<file path="config.mk">
export PLATFORM = sky130hd
export DESIGN_NAME = wav_header_parser_core_flat
export DESIGN_NICKNAME = d
export VERILOG_FILES = /design/src/whp_pkg.sv /design/src/whp_in_if.sv /design/src/whp_out_if.sv /design/src/whp_parser.sv /design/src/wav_header_parser_core.sv /design/src/flat_wrapper.sv
export SDC_FILE = /design/constraint.sdc
export NUM_CORES = 1
export LEC_CHECK = 0
export ABC_CLOCK_PERIOD_IN_PS = 6400
export BUFFER_PORTS_ARGS = -buffer_cell sky130_fd_sc_hd__buf_2
export CORE_MARGIN = 3
export CORE_UTILIZATION = 40
export CTS_CLUSTER_DIAMETER = 30
export DETAILED_ROUTE_END_ITERATION = 8
export HOLD_SLACK_MARGIN = 0.02
export MAX_ROUTING_LAYER = met4
export PLACE_DENSITY = 0.61
export SLEW_MARGIN = 10
export SYNTH_ARGS = -nofsm -noshare
export SYNTH_HDL_FRONTEND = slang
export SYNTH_SLANG_ARGS = --single-unit
</file>
<file path="constraint.sdc">
create_clock -name clk -period 6.4 [get_ports clk]
set_input_delay 0.64 -clock clk [delete_from_list [all_inputs] [get_ports clk]]
set_output_delay 0.64 -clock clk [all_outputs]
set_load 0.005 [all_outputs]
</file>
<file path="src/whp_pkg.sv">
package whp_pkg;

  // parser phases
  typedef enum logic [3:0] {
    PH_RIFF  = 4'd0,
    PH_RSIZE = 4'd1,
    PH_WAVE  = 4'd2,
    PH_FMT   = 4'd3,
    PH_FSIZE = 4'd4,
    PH_FBODY = 4'd5,
    PH_CID   = 4'd6,
    PH_CSIZE = 4'd7,
    PH_SKIP  = 4'd8,
    PH_DATA  = 4'd9,
    PH_DONE  = 4'd10,
    PH_ERR   = 4'd11
  } phase_t;

  // per-byte status codes
  typedef enum logic [2:0] {
    ST_HEADER      = 3'd0,
    ST_PAYLOAD     = 3'd1,
    ST_BAD_RIFF    = 3'd2,
    ST_BAD_WAVE    = 3'd3,
    ST_BAD_FMT     = 3'd4,
    ST_UNSUPPORTED = 3'd5,
    ST_ERR_IDLE    = 3'd6
  } status_t;

  // audio format codes
  localparam logic [1:0] FMT_MONO8    = 2'd0;
  localparam logic [1:0] FMT_STEREO8  = 2'd1;
  localparam logic [1:0] FMT_MONO16   = 2'd2;
  localparam logic [1:0] FMT_STEREO16 = 2'd3;

  // channels + bits per sample for each supported format
  localparam logic [16:0] SUM_MONO8    = 17'd9;
  localparam logic [16:0] SUM_STEREO8  = 17'd10;
  localparam logic [16:0] SUM_MONO16   = 17'd17;
  localparam logic [16:0] SUM_STEREO16 = 17'd18;

  // chunk tags as little-endian words
  localparam logic [31:0] TAG_RIFF = 32'h4646_4952;
  localparam logic [31:0] TAG_WAVE = 32'h4556_4157;
  localparam logic [31:0] TAG_FMT  = 32'h2074_6D66;
  localparam logic [31:0] TAG_DATA = 32'h6174_6164;

  // fmt body layout
  localparam logic [31:0] FMT_MIN_SIZE = 32'd16;
  localparam logic [31:0] OFS_CH_LO    = 32'd2;
  localparam logic [31:0] OFS_CH_HI    = 32'd3;
  localparam logic [31:0] OFS_RATE_B0  = 32'd4;
  localparam logic [31:0] OFS_RATE_B1  = 32'd5;
  localparam logic [31:0] OFS_RATE_B2  = 32'd6;
  localparam logic [31:0] OFS_RATE_B3  = 32'd7;
  localparam logic [31:0] OFS_BITS_LO  = 32'd14;
  localparam logic [31:0] OFS_BITS_HI  = 32'd15;

  typedef struct packed {
    status_t     status;
    logic [7:0]  payload_byte;
    logic        payload_last;
    logic [1:0]  audio_format;
    logic [31:0] sample_rate;
    logic [31:0] payload_size;
  } whp_result_t;

endpackage

</file>
<file path="src/whp_in_if.sv">
interface whp_in_if;
  logic       valid;
  logic       ready;
  logic [7:0] in_byte;
  logic       start_of_file;

  modport source (output valid, output in_byte, output start_of_file, input ready);
  modport sink (input valid, input in_byte, input start_of_file, output ready);
endinterface

</file>
<file path="src/whp_out_if.sv">
interface whp_out_if;
  logic        valid;
  logic        ready;
  logic [2:0]  status;
  logic [7:0]  payload_byte;
  logic        payload_last;
  logic [1:0]  audio_format;
  logic [31:0] sample_rate;
  logic [31:0] payload_size;

  modport source (
    output valid, output status, output payload_byte, output payload_last,
    output audio_format, output sample_rate, output payload_size, input ready
  );
  modport sink (
    input valid, input status, input payload_byte, input payload_last,
    input audio_format, input sample_rate, input payload_size, output ready
  );
endinterface

</file>
<file path="src/whp_parser.sv">
module whp_parser (
  input  logic                clk,
  input  logic                rst,
  input  logic                step,
  input  logic [7:0]          in_byte,
  input  logic                start_of_file,
  output whp_pkg::whp_result_t result
);
  import whp_pkg::*;

  phase_t      phase, phase_next;
  logic [31:0] byte_count, byte_count_next;
  logic [31:0] word_shift, word_shift_next;
  logic [31:0] fmt_size, fmt_size_next;
  logic [15:0] channel_count, channel_count_next;
  logic [15:0] sample_bits, sample_bits_next;
  logic [31:0] rate_reg, rate_reg_next;
  logic [31:0] chunk_tag, chunk_tag_next;
  logic [31:0] chunk_remaining, chunk_remaining_next;
  logic [1:0]  format_reg, format_reg_next;

  // state as seen by this byte: a start flag restarts from reset values
  phase_t      e_phase;
  logic [31:0] e_count, e_word, e_fsize, e_rate, e_tag, e_rem;
  logic [15:0] e_ch, e_bits;
  logic [1:0]  e_fmt;

  assign e_phase = start_of_file ? PH_RIFF : phase;
  assign e_count = start_of_file ? 32'd0 : byte_count;
  assign e_word  = start_of_file ? 32'd0 : word_shift;
  assign e_fsize = start_of_file ? 32'd0 : fmt_size;
  assign e_ch    = start_of_file ? 16'd0 : channel_count;
  assign e_bits  = start_of_file ? 16'd0 : sample_bits;
  assign e_rate  = start_of_file ? 32'd0 : rate_reg;
  assign e_tag   = start_of_file ? 32'd0 : chunk_tag;
  assign e_rem   = start_of_file ? 32'd0 : chunk_remaining;
  assign e_fmt   = start_of_file ? FMT_MONO8 : format_reg;

  // shifters and counters shared by the phases
  logic [31:0] tag_in, word_in, quad_count, body_count, rem_dec;
  logic        quad_done;

  assign tag_in     = {in_byte, e_tag[31:8]};
  assign word_in    = {in_byte, e_word[31:8]};
  assign quad_done  = (e_count[1:0] == 2'd3);
  assign quad_count = {30'd0, e_count[1:0] + 2'd1};
  assign body_count = e_count + 32'd1;
  assign rem_dec    = e_rem - 32'd1;

  // fmt body field capture by byte offset
  logic [15:0] ch_cap, bits_cap;
  logic [31:0] rate_cap;
  logic [16:0] fmt_sum;

  always_comb begin
    ch_cap   = e_ch;
    bits_cap = e_bits;
    rate_cap = e_rate;
    case (e_count)
      OFS_CH_LO:   ch_cap = {e_ch[15:8], in_byte};
      OFS_CH_HI:   ch_cap = {in_byte, e_ch[7:0]};
      OFS_RATE_B0: rate_cap = {e_rate[31:8], in_byte};
      OFS_RATE_B1: rate_cap = {e_rate[31:16], in_byte, e_rate[7:0]};
      OFS_RATE_B2: rate_cap = {e_rate[31:24], in_byte, e_rate[15:0]};
      OFS_RATE_B3: rate_cap = {in_byte, e_rate[23:0]};
      OFS_BITS_LO: bits_cap = {e_bits[15:8], in_byte};
      OFS_BITS_HI: bits_cap = {in_byte, e_bits[7:0]};
      default: ;
    endcase
  end

  assign fmt_sum = {1'b0, ch_cap} + {1'b0, bits_cap};

  // per-byte phase step
  always_comb begin
    phase_next           = e_phase;
    byte_count_next      = e_count;
    word_shift_next      = e_word;
    fmt_size_next        = e_fsize;
    channel_count_next   = e_ch;
    sample_bits_next     = e_bits;
    rate_reg_next        = e_rate;
    chunk_tag_next       = e_tag;
    chunk_remaining_next = e_rem;
    format_reg_next      = e_fmt;
    result.status        = ST_HEADER;
    result.payload_byte  = 8'd0;
    result.payload_last  = 1'b0;
    case (e_phase)
      PH_RIFF, PH_WAVE, PH_FMT: begin
        chunk_tag_next  = tag_in;
        byte_count_next = quad_count;
        if (quad_done) begin
          if (e_phase == PH_RIFF) begin
            if (tag_in == TAG_RIFF) begin
              phase_next = PH_RSIZE;
            end else begin
              result.status = ST_BAD_RIFF;
              phase_next    = PH_ERR;
            end
          end else if (e_phase == PH_WAVE) begin
            if (tag_in == TAG_WAVE) begin
              phase_next = PH_FMT;
            end else begin
              result.status = ST_BAD_WAVE;
              phase_next    = PH_ERR;
            end
          end else begin
            if (tag_in == TAG_FMT) begin
              phase_next = PH_FSIZE;
            end else begin
              result.status = ST_BAD_FMT;
              phase_next    = PH_ERR;
            end
          end
        end
      end
      PH_RSIZE: begin
        word_shift_next = word_in;
        byte_count_next = quad_count;
        if (quad_done) begin
          phase_next = PH_WAVE;
        end
      end
      PH_FSIZE: begin
        word_shift_next = word_in;
        byte_count_next = quad_count;
        if (quad_done) begin
          fmt_size_next = word_in;
          if (word_in < FMT_MIN_SIZE) begin
            result.status = ST_BAD_FMT;
            phase_next    = PH_ERR;
          end else begin
            phase_next = PH_FBODY;
          end
        end
      end
      PH_FBODY: begin
        channel_count_next = ch_cap;
        sample_bits_next   = bits_cap;
        rate_reg_next      = rate_cap;
        byte_count_next    = body_count;
        if (body_count == e_fsize) begin
          byte_count_next = 32'd0;
          phase_next      = PH_CID;
          case (fmt_sum)
            SUM_MONO8:    format_reg_next = FMT_MONO8;
            SUM_STEREO8:  format_reg_next = FMT_STEREO8;
            SUM_MONO16:   format_reg_next = FMT_MONO16;
            SUM_STEREO16: format_reg_next = FMT_STEREO16;
            default: begin
              result.status = ST_UNSUPPORTED;
              phase_next    = PH_ERR;
            end
          endcase
        end
      end
      PH_CID: begin
        chunk_tag_next  = tag_in;
        byte_count_next = quad_count;
        if (quad_done) begin
          phase_next = PH_CSIZE;
        end
      end
      PH_CSIZE: begin
        word_shift_next = word_in;
        byte_count_next = quad_count;
        if (quad_done) begin
          chunk_remaining_next = word_in;
          if (e_tag == TAG_DATA) begin
            phase_next = (word_in == 32'd0) ? PH_DONE : PH_DATA;
          end else begin
            phase_next = (word_in == 32'd0) ? PH_CID : PH_SKIP;
          end
        end
      end
      PH_SKIP: begin
        chunk_remaining_next = rem_dec;
        if (rem_dec == 32'd0) begin
          phase_next = PH_CID;
        end
      end
      PH_DATA: begin
        result.status        = ST_PAYLOAD;
        result.payload_byte  = in_byte;
        chunk_remaining_next = rem_dec;
        if (rem_dec == 32'd0) begin
          result.payload_last = 1'b1;
          phase_next          = PH_DONE;
        end
      end
      PH_DONE: ;
      default: begin
        result.status = ST_ERR_IDLE;
        phase_next    = PH_ERR;
      end
    endcase

    // visible fields follow the updated state
    result.audio_format = format_reg_next;
    result.sample_rate  = rate_reg_next;
    result.payload_size =
      (phase_next == PH_DATA || phase_next == PH_DONE) ? word_shift_next : 32'd0;
  end

  // state registers, advanced once per transfer
  always_ff @(posedge clk) begin
    if (rst) begin
      phase           <= PH_RIFF;
      byte_count      <= 32'd0;
      word_shift      <= 32'd0;
      fmt_size        <= 32'd0;
      channel_count   <= 16'd0;
      sample_bits     <= 16'd0;
      rate_reg        <= 32'd0;
      chunk_tag       <= 32'd0;
      chunk_remaining <= 32'd0;
      format_reg      <= FMT_MONO8;
    end else if (step) begin
      phase           <= phase_next;
      byte_count      <= byte_count_next;
      word_shift      <= word_shift_next;
      fmt_size        <= fmt_size_next;
      channel_count   <= channel_count_next;
      sample_bits     <= sample_bits_next;
      rate_reg        <= rate_reg_next;
      chunk_tag       <= chunk_tag_next;
      chunk_remaining <= chunk_remaining_next;
      format_reg      <= format_reg_next;
    end
  end

endmodule

</file>
<file path="src/wav_header_parser_core.sv">
// WAV header parser: takes a WAV file one byte per transfer and returns one
// result per byte.
// in_ch carries in_byte and start_of_file; start_of_file restarts the parser
// on that byte. out_ch carries status, payload_byte, payload_last,
// audio_format, sample_rate and payload_size. Both are valid/ready channels;
// a transfer happens when valid and ready are both high.
// A byte accepted into the input register is parsed into the result register
// once that register is free, and its result is held there until taken.
// Throughput: one byte per cycle while out_ch is not held off. The single
// parse step between the input register and the result register updates all parser state for a byte.
// Reset: rst (synchronous) empties both registers and returns the parser to
// the RIFF tag phase with all captured fields cleared.
// Stall: while out_ch is held off, the result register keeps its item and the
// input register still takes one more byte; after that in_ch.ready drops
// until the result is taken. Nothing is dropped or repeated.
module wav_header_parser_core (
  input logic      clk,
  input logic      rst,
  whp_in_if.sink   in_ch,
  whp_out_if.source out_ch
);
  import whp_pkg::*;

  logic        in_valid_q;
  logic [7:0]  in_byte_q;
  logic        sof_q;
  logic        out_valid_q;
  whp_result_t result_q;
  whp_result_t step_result;
  logic        advance;

  // parse step moves the held byte when the result register is free
  assign advance     = in_valid_q && (!out_valid_q || out_ch.ready);
  assign in_ch.ready = !in_valid_q || advance;

  // input register
  always_ff @(posedge clk) begin
    if (rst) begin
      in_valid_q <= 1'b0;
    end else if (in_ch.ready) begin
      in_valid_q <= in_ch.valid;
    end
  end

  always_ff @(posedge clk) begin
    if (in_ch.valid && in_ch.ready) begin
      in_byte_q <= in_ch.in_byte;
      sof_q     <= in_ch.start_of_file;
    end
  end

  whp_parser u_parser (
    .clk           (clk),
    .rst           (rst),
    .step          (advance),
    .in_byte       (in_byte_q),
    .start_of_file (sof_q),
    .result        (step_result)
  );

  // result register
  always_ff @(posedge clk) begin
    if (rst) begin
      out_valid_q <= 1'b0;
    end else if (advance) begin
      out_valid_q <= 1'b1;
    end else if (out_ch.ready) begin
      out_valid_q <= 1'b0;
    end
  end

  always_ff @(posedge clk) begin
    if (advance) begin
      result_q <= step_result;
    end
  end

  assign out_ch.valid        = out_valid_q;
  assign out_ch.status       = result_q.status;
  assign out_ch.payload_byte = result_q.payload_byte;
  assign out_ch.payload_last = result_q.payload_last;
  assign out_ch.audio_format = result_q.audio_format;
  assign out_ch.sample_rate  = result_q.sample_rate;
  assign out_ch.payload_size = result_q.payload_size;

  // a last marker only ever comes with a payload byte
  a_last_on_payload: assert property (@(posedge clk) disable iff (rst)
    out_valid_q && result_q.payload_last |-> result_q.status == ST_PAYLOAD)
    else $error("payload_last without payload status");

  // an empty result register never blocks the input side
  a_ready_when_empty: assert property (@(posedge clk) disable iff (rst)
    !out_valid_q |-> in_ch.ready)
    else $error("input stalled with empty result register");

  // every parse step lands in the result register
  a_step_lands: assert property (@(posedge clk) disable iff (rst)
    advance |=> out_valid_q)
    else $error("parse step result lost");

  // payload byte reads zero outside payload results
  a_payload_zero: assert property (@(posedge clk) disable iff (rst)
    out_valid_q && result_q.status != ST_PAYLOAD |-> result_q.payload_byte == 8'd0)
    else $error("payload byte set outside payload");

endmodule

</file>
<file path="src/flat_wrapper.sv">
// flat-port wrapper written by rule: the top's interface ports become plain ports
module wav_header_parser_core_flat import whp_pkg::*;
  (clk, rst, in_ch_valid, in_ch_in_byte, in_ch_start_of_file, in_ch_ready, out_ch_valid, out_ch_status, out_ch_payload_byte, out_ch_payload_last, out_ch_audio_format, out_ch_sample_rate, out_ch_payload_size, out_ch_ready);
  whp_in_if in_ch_i ();
  whp_out_if out_ch_i ();
  input logic clk;
  input logic rst;
  input wire logic [$bits(in_ch_i.valid)-1:0] in_ch_valid;
  input wire logic [$bits(in_ch_i.in_byte)-1:0] in_ch_in_byte;
  input wire logic [$bits(in_ch_i.start_of_file)-1:0] in_ch_start_of_file;
  output wire logic [$bits(in_ch_i.ready)-1:0] in_ch_ready;
  output wire logic [$bits(out_ch_i.valid)-1:0] out_ch_valid;
  output wire logic [$bits(out_ch_i.status)-1:0] out_ch_status;
  output wire logic [$bits(out_ch_i.payload_byte)-1:0] out_ch_payload_byte;
  output wire logic [$bits(out_ch_i.payload_last)-1:0] out_ch_payload_last;
  output wire logic [$bits(out_ch_i.audio_format)-1:0] out_ch_audio_format;
  output wire logic [$bits(out_ch_i.sample_rate)-1:0] out_ch_sample_rate;
  output wire logic [$bits(out_ch_i.payload_size)-1:0] out_ch_payload_size;
  input wire logic [$bits(out_ch_i.ready)-1:0] out_ch_ready;
  assign in_ch_i.valid = in_ch_valid;
  assign in_ch_i.in_byte = in_ch_in_byte;
  assign in_ch_i.start_of_file = in_ch_start_of_file;
  assign in_ch_ready = in_ch_i.ready;
  assign out_ch_valid = out_ch_i.valid;
  assign out_ch_status = out_ch_i.status;
  assign out_ch_payload_byte = out_ch_i.payload_byte;
  assign out_ch_payload_last = out_ch_i.payload_last;
  assign out_ch_audio_format = out_ch_i.audio_format;
  assign out_ch_sample_rate = out_ch_i.sample_rate;
  assign out_ch_payload_size = out_ch_i.payload_size;
  assign out_ch_i.ready = out_ch_ready;
  wav_header_parser_core u_core (.clk(clk), .rst(rst), .in_ch(in_ch_i), .out_ch(out_ch_i));
endmodule
</file>
==> reports/qor.txt, run 1 <==
met3 WL post-DR -> 4.19 mm
Worst Path Arrival -> 6.42 ns
VDD IR max -> 0.195 mV
maximum clock insertion buffer count -> 3
ys flop type -> dfxtp_1
Fmax achieved -> 0.166 GHz
drt total wl -> 54.3 mm
Num CTS Buffers -> 77
crit end category -> flop
Area growth, synth to finish -> 20.7%
critical path's most frequent cell -> a21oi_1
hold_buf cts -> 0
fin crit share -> 93.9%
critical path class -> flop to flop
final instance area -> 20800 µm²
synthesized area -> 17200 µm²
TritonCTS clock tree -> yes
Synth Area in Adders -> 1.57%
Yosys top cell area share -> 27.0%
Final Max Tran Viols -> 0
mux cell area share after synthesis -> 2.57%
Netlist cell types -> 87
register bit total from synthesis -> 319
I/O Pins -> 93
max_slew headroom -> 21.9%
FP Rows -> 75
Worst-Skew Late Latency -> 0.59 ns
vias per inst -> 6.05
Post-CTS Resized -> 0
global placement routability congestion -> 0.943
CP Max Fanout -> 32
Yosys warnings -> 0
chip height -> 213 µm
Initial Util -> 40.8%
family with the most delay on the worst path -> simple AND/OR/NAND/NOR gates
Post-Synth XOR/XNOR Area -> 2.95%
global route total overflow -> 0
met1 wire length -> 24.0 mm
Syn Inst Count -> 1984
DP Area -> 18000 µm²
synth cell count leaders -> nor2_1 (288), dfxtp_1 (232), clkbuf_1 (145), a21oi_1 (135), nand2_1 (124)
synth top area cells -> dfxtp_1 (27%), edfxtp_1 (15%), nor2_1 (6.3%), a22oi_1 (5.4%), a21oi_1 (3.9%)
Post-route DRC -> 0
critical path startpoint category -> flop
Pwr Total -> 6.59 mW
TNS Setup -> 0 ns
number of enable flip-flop cells after synthesis -> 87
DIE AREA -> 45600 µm²
FF+latch area -> 7260 µm²
power per cell area -> 317 nW/µm²
All-Layer GR Usage -> 24.3%
most common cell in the netlist -> nor2_1
Min Clock Period, post-route -> 6.01 ns
top sig layer -> met4
Setup Viol. Count Final -> 0
Nets -> 2062
Antenna Nets Post-Route -> 0
syn_area_per_cell -> 8.68 µm²
CP peak stage delay -> 0.59 ns
Clock transition at path regs -> 0.04 ns
end-of-flow core utilization -> 49.2%
area leader, netlist -> dfxtp_1
Post-synth ARST share -> 0%
clock root cell -> clkbuf_16
max cap viols -> 0
RSZ-0062 raised after global routing -> no
CTS H-tree lvls -> 3
vias in the first global route -> 15.3k
LEAKAGE -> 7.63 nW
simple-gate share of the synthesized area -> 23.9%
critical path, cell by cell -> nor4_2 -> nand4_1 -> nor3_2 -> and4_1 -> a21oi_1 -> a22o_1 -> ha_1 -> fa_1 -> a21o_1 -> a221o_1 -> a21oi_1 -> xor2_1 -> o211ai_1 -> or4_1 -> or3b_2 -> a21oi_1 -> nor3_4 -> buf_4 -> nor3_2
final hold vios -> 0
largest net degree at the start of global routing -> 93
initial antenna violation count -> 0
syn nets -> 2018
Initial DRT Pass Iterations -> 6
Core ar. -> 42200 µm²
Port-buffer cells -> 92
Sink Count -> 319
CP required -> 6.81 ns
Wirelength per Cell -> 20.6 µm
met2 wire len -> 24.6 mm
Fill cells -> 3954
Die Span X -> 213 µm
layout cells sized above 1 -> 16.2%
setup bufs post-CTS -> 0
Least-Margin Pin Slew -> 1.17 ns
main combinational cell family by area after synthesis -> simple AND/OR/NAND/NOR gates
First DRT Iteration DRCs -> 1527
first-pass GRT wire length -> 85.5 mm
Layout Skew -> 0.0223 ns
slowest cell on the critical path -> or3b_2
Compound-Gate Fraction of Synth Area -> 22.0%
status -> completed
n_diodes -> 0
HPWL Detailed -> 35.3 mm
Buf/Inv on CP -> 1
Vias -> 15.9k
sequential area share after synthesis -> 42.2%
Worst Hold Class -> primary input to flop
footprint of the multi-input gates -> 9190 µm²
==> cells in the final DEF, fill, tap and decap left out, types with 13 or more instances in the layout <==
master and instances:
buf_4 42, a21oi_1 135, ha_1 20, a211oi_1 16, a31oi_1 13, nand2_1 123, xnor2_1 35, dfxtp_1 232
nor3_2 30, buf_2 91, nor3_1 51, nand3_1 44, edfxtp_1 87, nand4_1 32, nor3b_1 26, mux2i_1 42
a22o_1 54, nor4_1 40, nor2_1 285, clkbuf_16 83, or3_1 20, or4_1 24, and2_1 14, inv_1 35
a22oi_1 123, o21ai_0 70, xor2_1 23
==> final cells by class <==
cell class	count	share of cell area (%)
multi-input combinational	1459	44.2
sequential	319	34.9
clock buffer	106	10.9
timing repair buffer	135	3.86
tap	539	3.25
clock inverter	37	2.14
inverter	36	0.662
==> power by group <==
| group | switching [mW] | internal, mW |
|---|---|---|
| logic | 0.293 | 0.127 |
| clock network | 1.21 | 2.80 |
| registers | 0.0476 | 2.11 |
==> per-stage QoR <==
stage	instances	hold slack, ns	setup WS (ns)
final	2631	0.236	0.389
after global routing	2631	0.224	0.0362
after CTS	2631	0.208	0.332
after detailed placement	2488	0.448	0.365
after global placement	2488	0.442	0.557
after floorplan	1984	0.436	0.0340
==> worst register-to-register path, cell delays in order (launching register included) <==
cell,delay [ns]
dfxtp_1,0.39
nor4_2,0.39
nand4_1,0.30
nor3_2,0.28
and4_1,0.26
a21oi_1,0.24
a22o_1,0.28
ha_1,0.21
fa_1,0.41
a21o_1,0.21
a221o_1,0.33
a21oi_1,0.21
xor2_1,0.18
o211ai_1,0.09
or4_1,0.54
or3b_2,0.59
a21oi_1,0.32
nor3_4,0.05
buf_4,0.27
nor3_2,0.31
==> worst paths after layout <==
path / slack (ns) / endpoint / cells past startpoint / startpoint
worst max register to register: 0.39 / u_core.out_ch.payload_size[22] / 19 / u_core.u_parser.byte_count[14]
worst max-delay path: 0.39 / u_core.out_ch.payload_size[22] / 19 / u_core.u_parser.byte_count[14]
worst min-delay path: 0.24 / u_core.in_byte_q[3] / 1 / in_ch_in_byte[3]
worst min register to register: 0.45 / u_core.u_parser.rate_reg[28] / 2 / u_core.u_parser.rate_reg[28]
==> layer usage <==
layer | global-route usage [%] | up-vias
met3 | 4.78 | 106
met2 | 37.1 | 564
met1 | 32.4 | 7712
met5 | - | -
li1 | - | 7532
met4 | 8.48 | 0
==> kinds of logic after synthesis <==
group	Yosys count
AND/OR/NAND/NOR	788
AO/OA/AOI/OAI	548
flip-flops	319
buffers and inverters	206
XOR/XNOR	58
multiplexers	44
adder cells (fa/ha/maj)	21
(Power assumes the default switching activity.)
==> inputs of run 2 (changes only) <==
--- a/config.mk
+++ b/config.mk
@@ -5,8 +5,10 @@
 export SDC_FILE = /design/constraint.sdc
 export NUM_CORES = 1
 export LEC_CHECK = 0
+export ABC_AREA = 1
 export ABC_CLOCK_PERIOD_IN_PS = 6400
 export BUFFER_PORTS_ARGS = -buffer_cell sky130_fd_sc_hd__buf_2
+export CAP_MARGIN = 15
 export CORE_MARGIN = 3
 export CORE_UTILIZATION = 40
 export CTS_CLUSTER_DIAMETER = 30
==> run 2 against run 1 <==
Compared with the run above: worst hold slack got worse by 0.037 ns; count of clock-buffer cells in the layout increased by 10; maximum frequency increased by 5.5%; global-route usage increased by 2.7 points; final cell count increased by 49%; non-clock buffer count decreased by 11; total power increased by 18%; synthesized cell count increased by 57%; largest power group unchanged.
==> reports/qor.txt, run 2 <==
status -> completed
Fmax achieved -> 0.176 GHz
FP Rows -> 82
layout cells sized above 1 -> 12.3%
Yosys warnings -> 0
Clock transition at path regs -> 0.05 ns
Place WS -> 0.782 ns
CP Max Fanout -> 52
RSZ-0062 raised after global routing -> no
global route total overflow -> 0
critical path's most frequent cell -> nand2_1
Fill cells -> 5090
Core ar. -> 50600 µm²
area leader, netlist -> dfxtp_1
synth cell count leaders -> nand2_1 (745), inv_1 (414), nor2_1 (318), nand3_1 (246), dfxtp_1 (232)
Worst Path Arrival -> 6.06 ns
hold_sp -> in_ch_in_byte[3]
crit path launch -> u_core.sof_q
power per cell area -> 315 nW/µm²
register bit total from synthesis -> 319
Post-synth ARST share -> 0%
critical path class -> flop to flop
Worst R2R Setup Slack -> 0.70 ns
sequential area share after synthesis -> 35.1%
max cap viols -> 0
vias in the first global route -> 20.1k
Worst Hold Class -> primary input to flop
Vias -> 21.7k
HPWL Detailed -> 50.8 mm
All-Layer GR Usage -> 27.0%
maximum clock insertion buffer count -> 3
TNS Setup -> 0 ns
syn nets -> 3157
max_slew headroom -> 31.3%
family with the most delay on the worst path -> simple AND/OR/NAND/NOR gates
global placement routability congestion -> 0.994
Port-buffer cells -> 92
first-pass GRT wire length -> 113 mm
LEAKAGE -> 11.1 nW
drt total wl -> 72.3 mm
most frequent cells in the layout -> nand2_1 (744), inv_1 (412), nor2_1 (315), nand3_1 (246), dfxtp_1 (232)
Worst R2R Path Depth -> 28
ys flop type -> dfxtp_1
FF+latch area -> 7260 µm²
Area growth, synth to finish -> 19.3%
Worst Hold End -> u_core.in_byte_q[3]
chip height -> 233 µm
final worst slack -> 0.705 ns
n_diodes -> 0
TritonCTS clock tree -> yes
Nets -> 3213
I/O Pins -> 93
footprint of the multi-input gates -> 11000 µm²
crit end category -> flop
Worst-Skew Late Latency -> 0.62 ns
Wirelength per Cell -> 18.4 µm
Die Span X -> 233 µm
most common cell in the netlist -> nand2_1
Min Clock Period, post-route -> 5.70 ns
clock root cell -> clkbuf_16
largest net degree at the start of global routing -> 174
Antenna Nets Post-Route -> 0
CP required -> 6.76 ns
Buf/Inv on CP -> 5
Initial DRT Pass Iterations -> 8
initial antenna violation count -> 1
Syn Inst Count -> 3123
Yosys top cell area share -> 22.5%
setup bufs post-CTS -> 0
synthesized area -> 20700 µm²
fin crit share -> 89.0%
Least-Margin Pin Slew -> 1.03 ns
number of enable flip-flop cells after synthesis -> 87
end-of-flow core utilization -> 48.7%
most common cell after layout, fill and taps aside -> nand2_1
Worst R2R End -> u_core.out_ch.payload_size[31]
Num CTS Buffers -> 89
critical path startpoint category -> flop
slowest cell on the critical path -> edfxtp_1
Pwr Total -> 7.76 mW
CTS H-tree lvls -> 3
Min-Delay Path Depth -> 1
Setup Viol. Count Final -> 0
final hold vios -> 0
CP peak stage delay -> 0.45 ns
Post-route DRC -> 0
syn_area_per_cell -> 6.62 µm²
DIE AREA -> 54400 µm²
Final Max Tran Viols -> 0
First DRT Iteration DRCs -> 2132
Worst R2R Start -> u_core.sof_q
Layout Skew -> 0.0353 ns
synth top area cells -> dfxtp_1 (22%), nand2_1 (14%), edfxtp_1 (13%), inv_1 (7.5%), nand3_1 (6.0%)
Post-CTS Resized -> 0
vias per inst -> 5.54
Sink Count -> 319
Netlist cell types -> 55
Initial Util -> 40.8%
hold_buf cts -> 0
VDD IR max -> 0.170 mV
## run 2: cell types whose count changed after synthesis, moves of 33 or more
| cell | delta |
|---|---|
| nand3_1 | +202 |
| nor2_4 | +38 |
| nor4_1 | -35 |
| o21ai_0 | +154 |
| xnor2_1 | -33 |
| o211ai_1 | +78 |
| a21oi_1 | +75 |
| a22o_1 | -54 |
| clkbuf_1 | -36 |
| mux2i_1 | -42 |
| inv_1 | +378 |
| a22oi_1 | -123 |
| o21ai_1 | +56 |
| nand2_1 | +621 |
## run 2: stage by stage
stage / hold WS [ns] / instance area (µm²) / instances
floorplan: 0.441 / 20700 / 3123
finish: 0.199 / 24700 / 3925
CTS: 0.169 / 24600 / 3924
global route: 0.182 / 24700 / 3925
global placement: 0.451 / 21500 / 3759
detailed placement: 0.453 / 21500 / 3759
## run 2: worst max path at each step
stage / endpoint / slack, ns / cells past startpoint
after floorplan: u_core.out_ch.payload_size[29] / 1.71 / 34
after global placement: u_core.out_ch.payload_size[31] / 0.93 / 28
after detailed placement: u_core.out_ch.payload_size[31] / 0.78 / 28
after CTS: u_core.out_ch.payload_size[0] / 0.80 / 28
after global routing: u_core.out_ch.payload_size[31] / 0.19 / 28
final: u_core.out_ch.payload_size[31] / 0.70 / 28
## run 2: layout make-up
| type | count | share of cell area, % |
|---|---|---|
| clock buffers | 116 | 9.89 |
| clock inverters | 49 | 2.90 |
| inverters | 429 | 6.59 |
| multi-input cells | 2216 | 44.8 |
| flip-flops and latches | 319 | 29.4 |
| well taps | 672 | 3.41 |
| repair buffers | 124 | 2.98 |
## run 2: worst register-to-register path, delay by kind of cell (launching register included)
family / cells / cell delay (ns)
compound gates: 5 / 0.86
fa+ha+maj: 1 / 0.39
buf+inv: 5 / 1.24
flops: 1 / 0.45
simple gates: 17 / 2.53
## run 2: metal layers
layer | up-vias | global-route usage, % | wire length (µm)
li1 | 10500 | - | -
met1 | 10200 | 35.1 | 31700
met2 | 856 | 42.7 | 33200
met3 | 170 | 4.24 | 4870
met4 | 0 | 9.37 | 2490
met5 | - | - | 0
## run 2: kinds of logic (layout without fill, tap and decap cells)
group           count (synthesis)  after routing  share of synthesized area, %
simple gates                 1509           1509                          32.7
compound gates                676            676                          18.9
buf+inv                       588            718                          11.5
flops                         319            319                          35.1
fa+ha+maj                      21             21                          1.31
xor+xnor                       10             10                         0.491
## run 2: report_power, final
| part | internal, mW | switching (mW) | total [mW] | leakage (nW) |
|---|---|---|---|---|
| Sequential | 2.19 | 0.0881 | 2.28 | 2.72 |
| Clock | 3.24 | 1.39 | 4.63 | 1.51 |
| Combinational | 0.238 | 0.609 | 0.847 | 6.91 |
| Total | 5.67 | 2.08 | 7.76 | 11.1 |
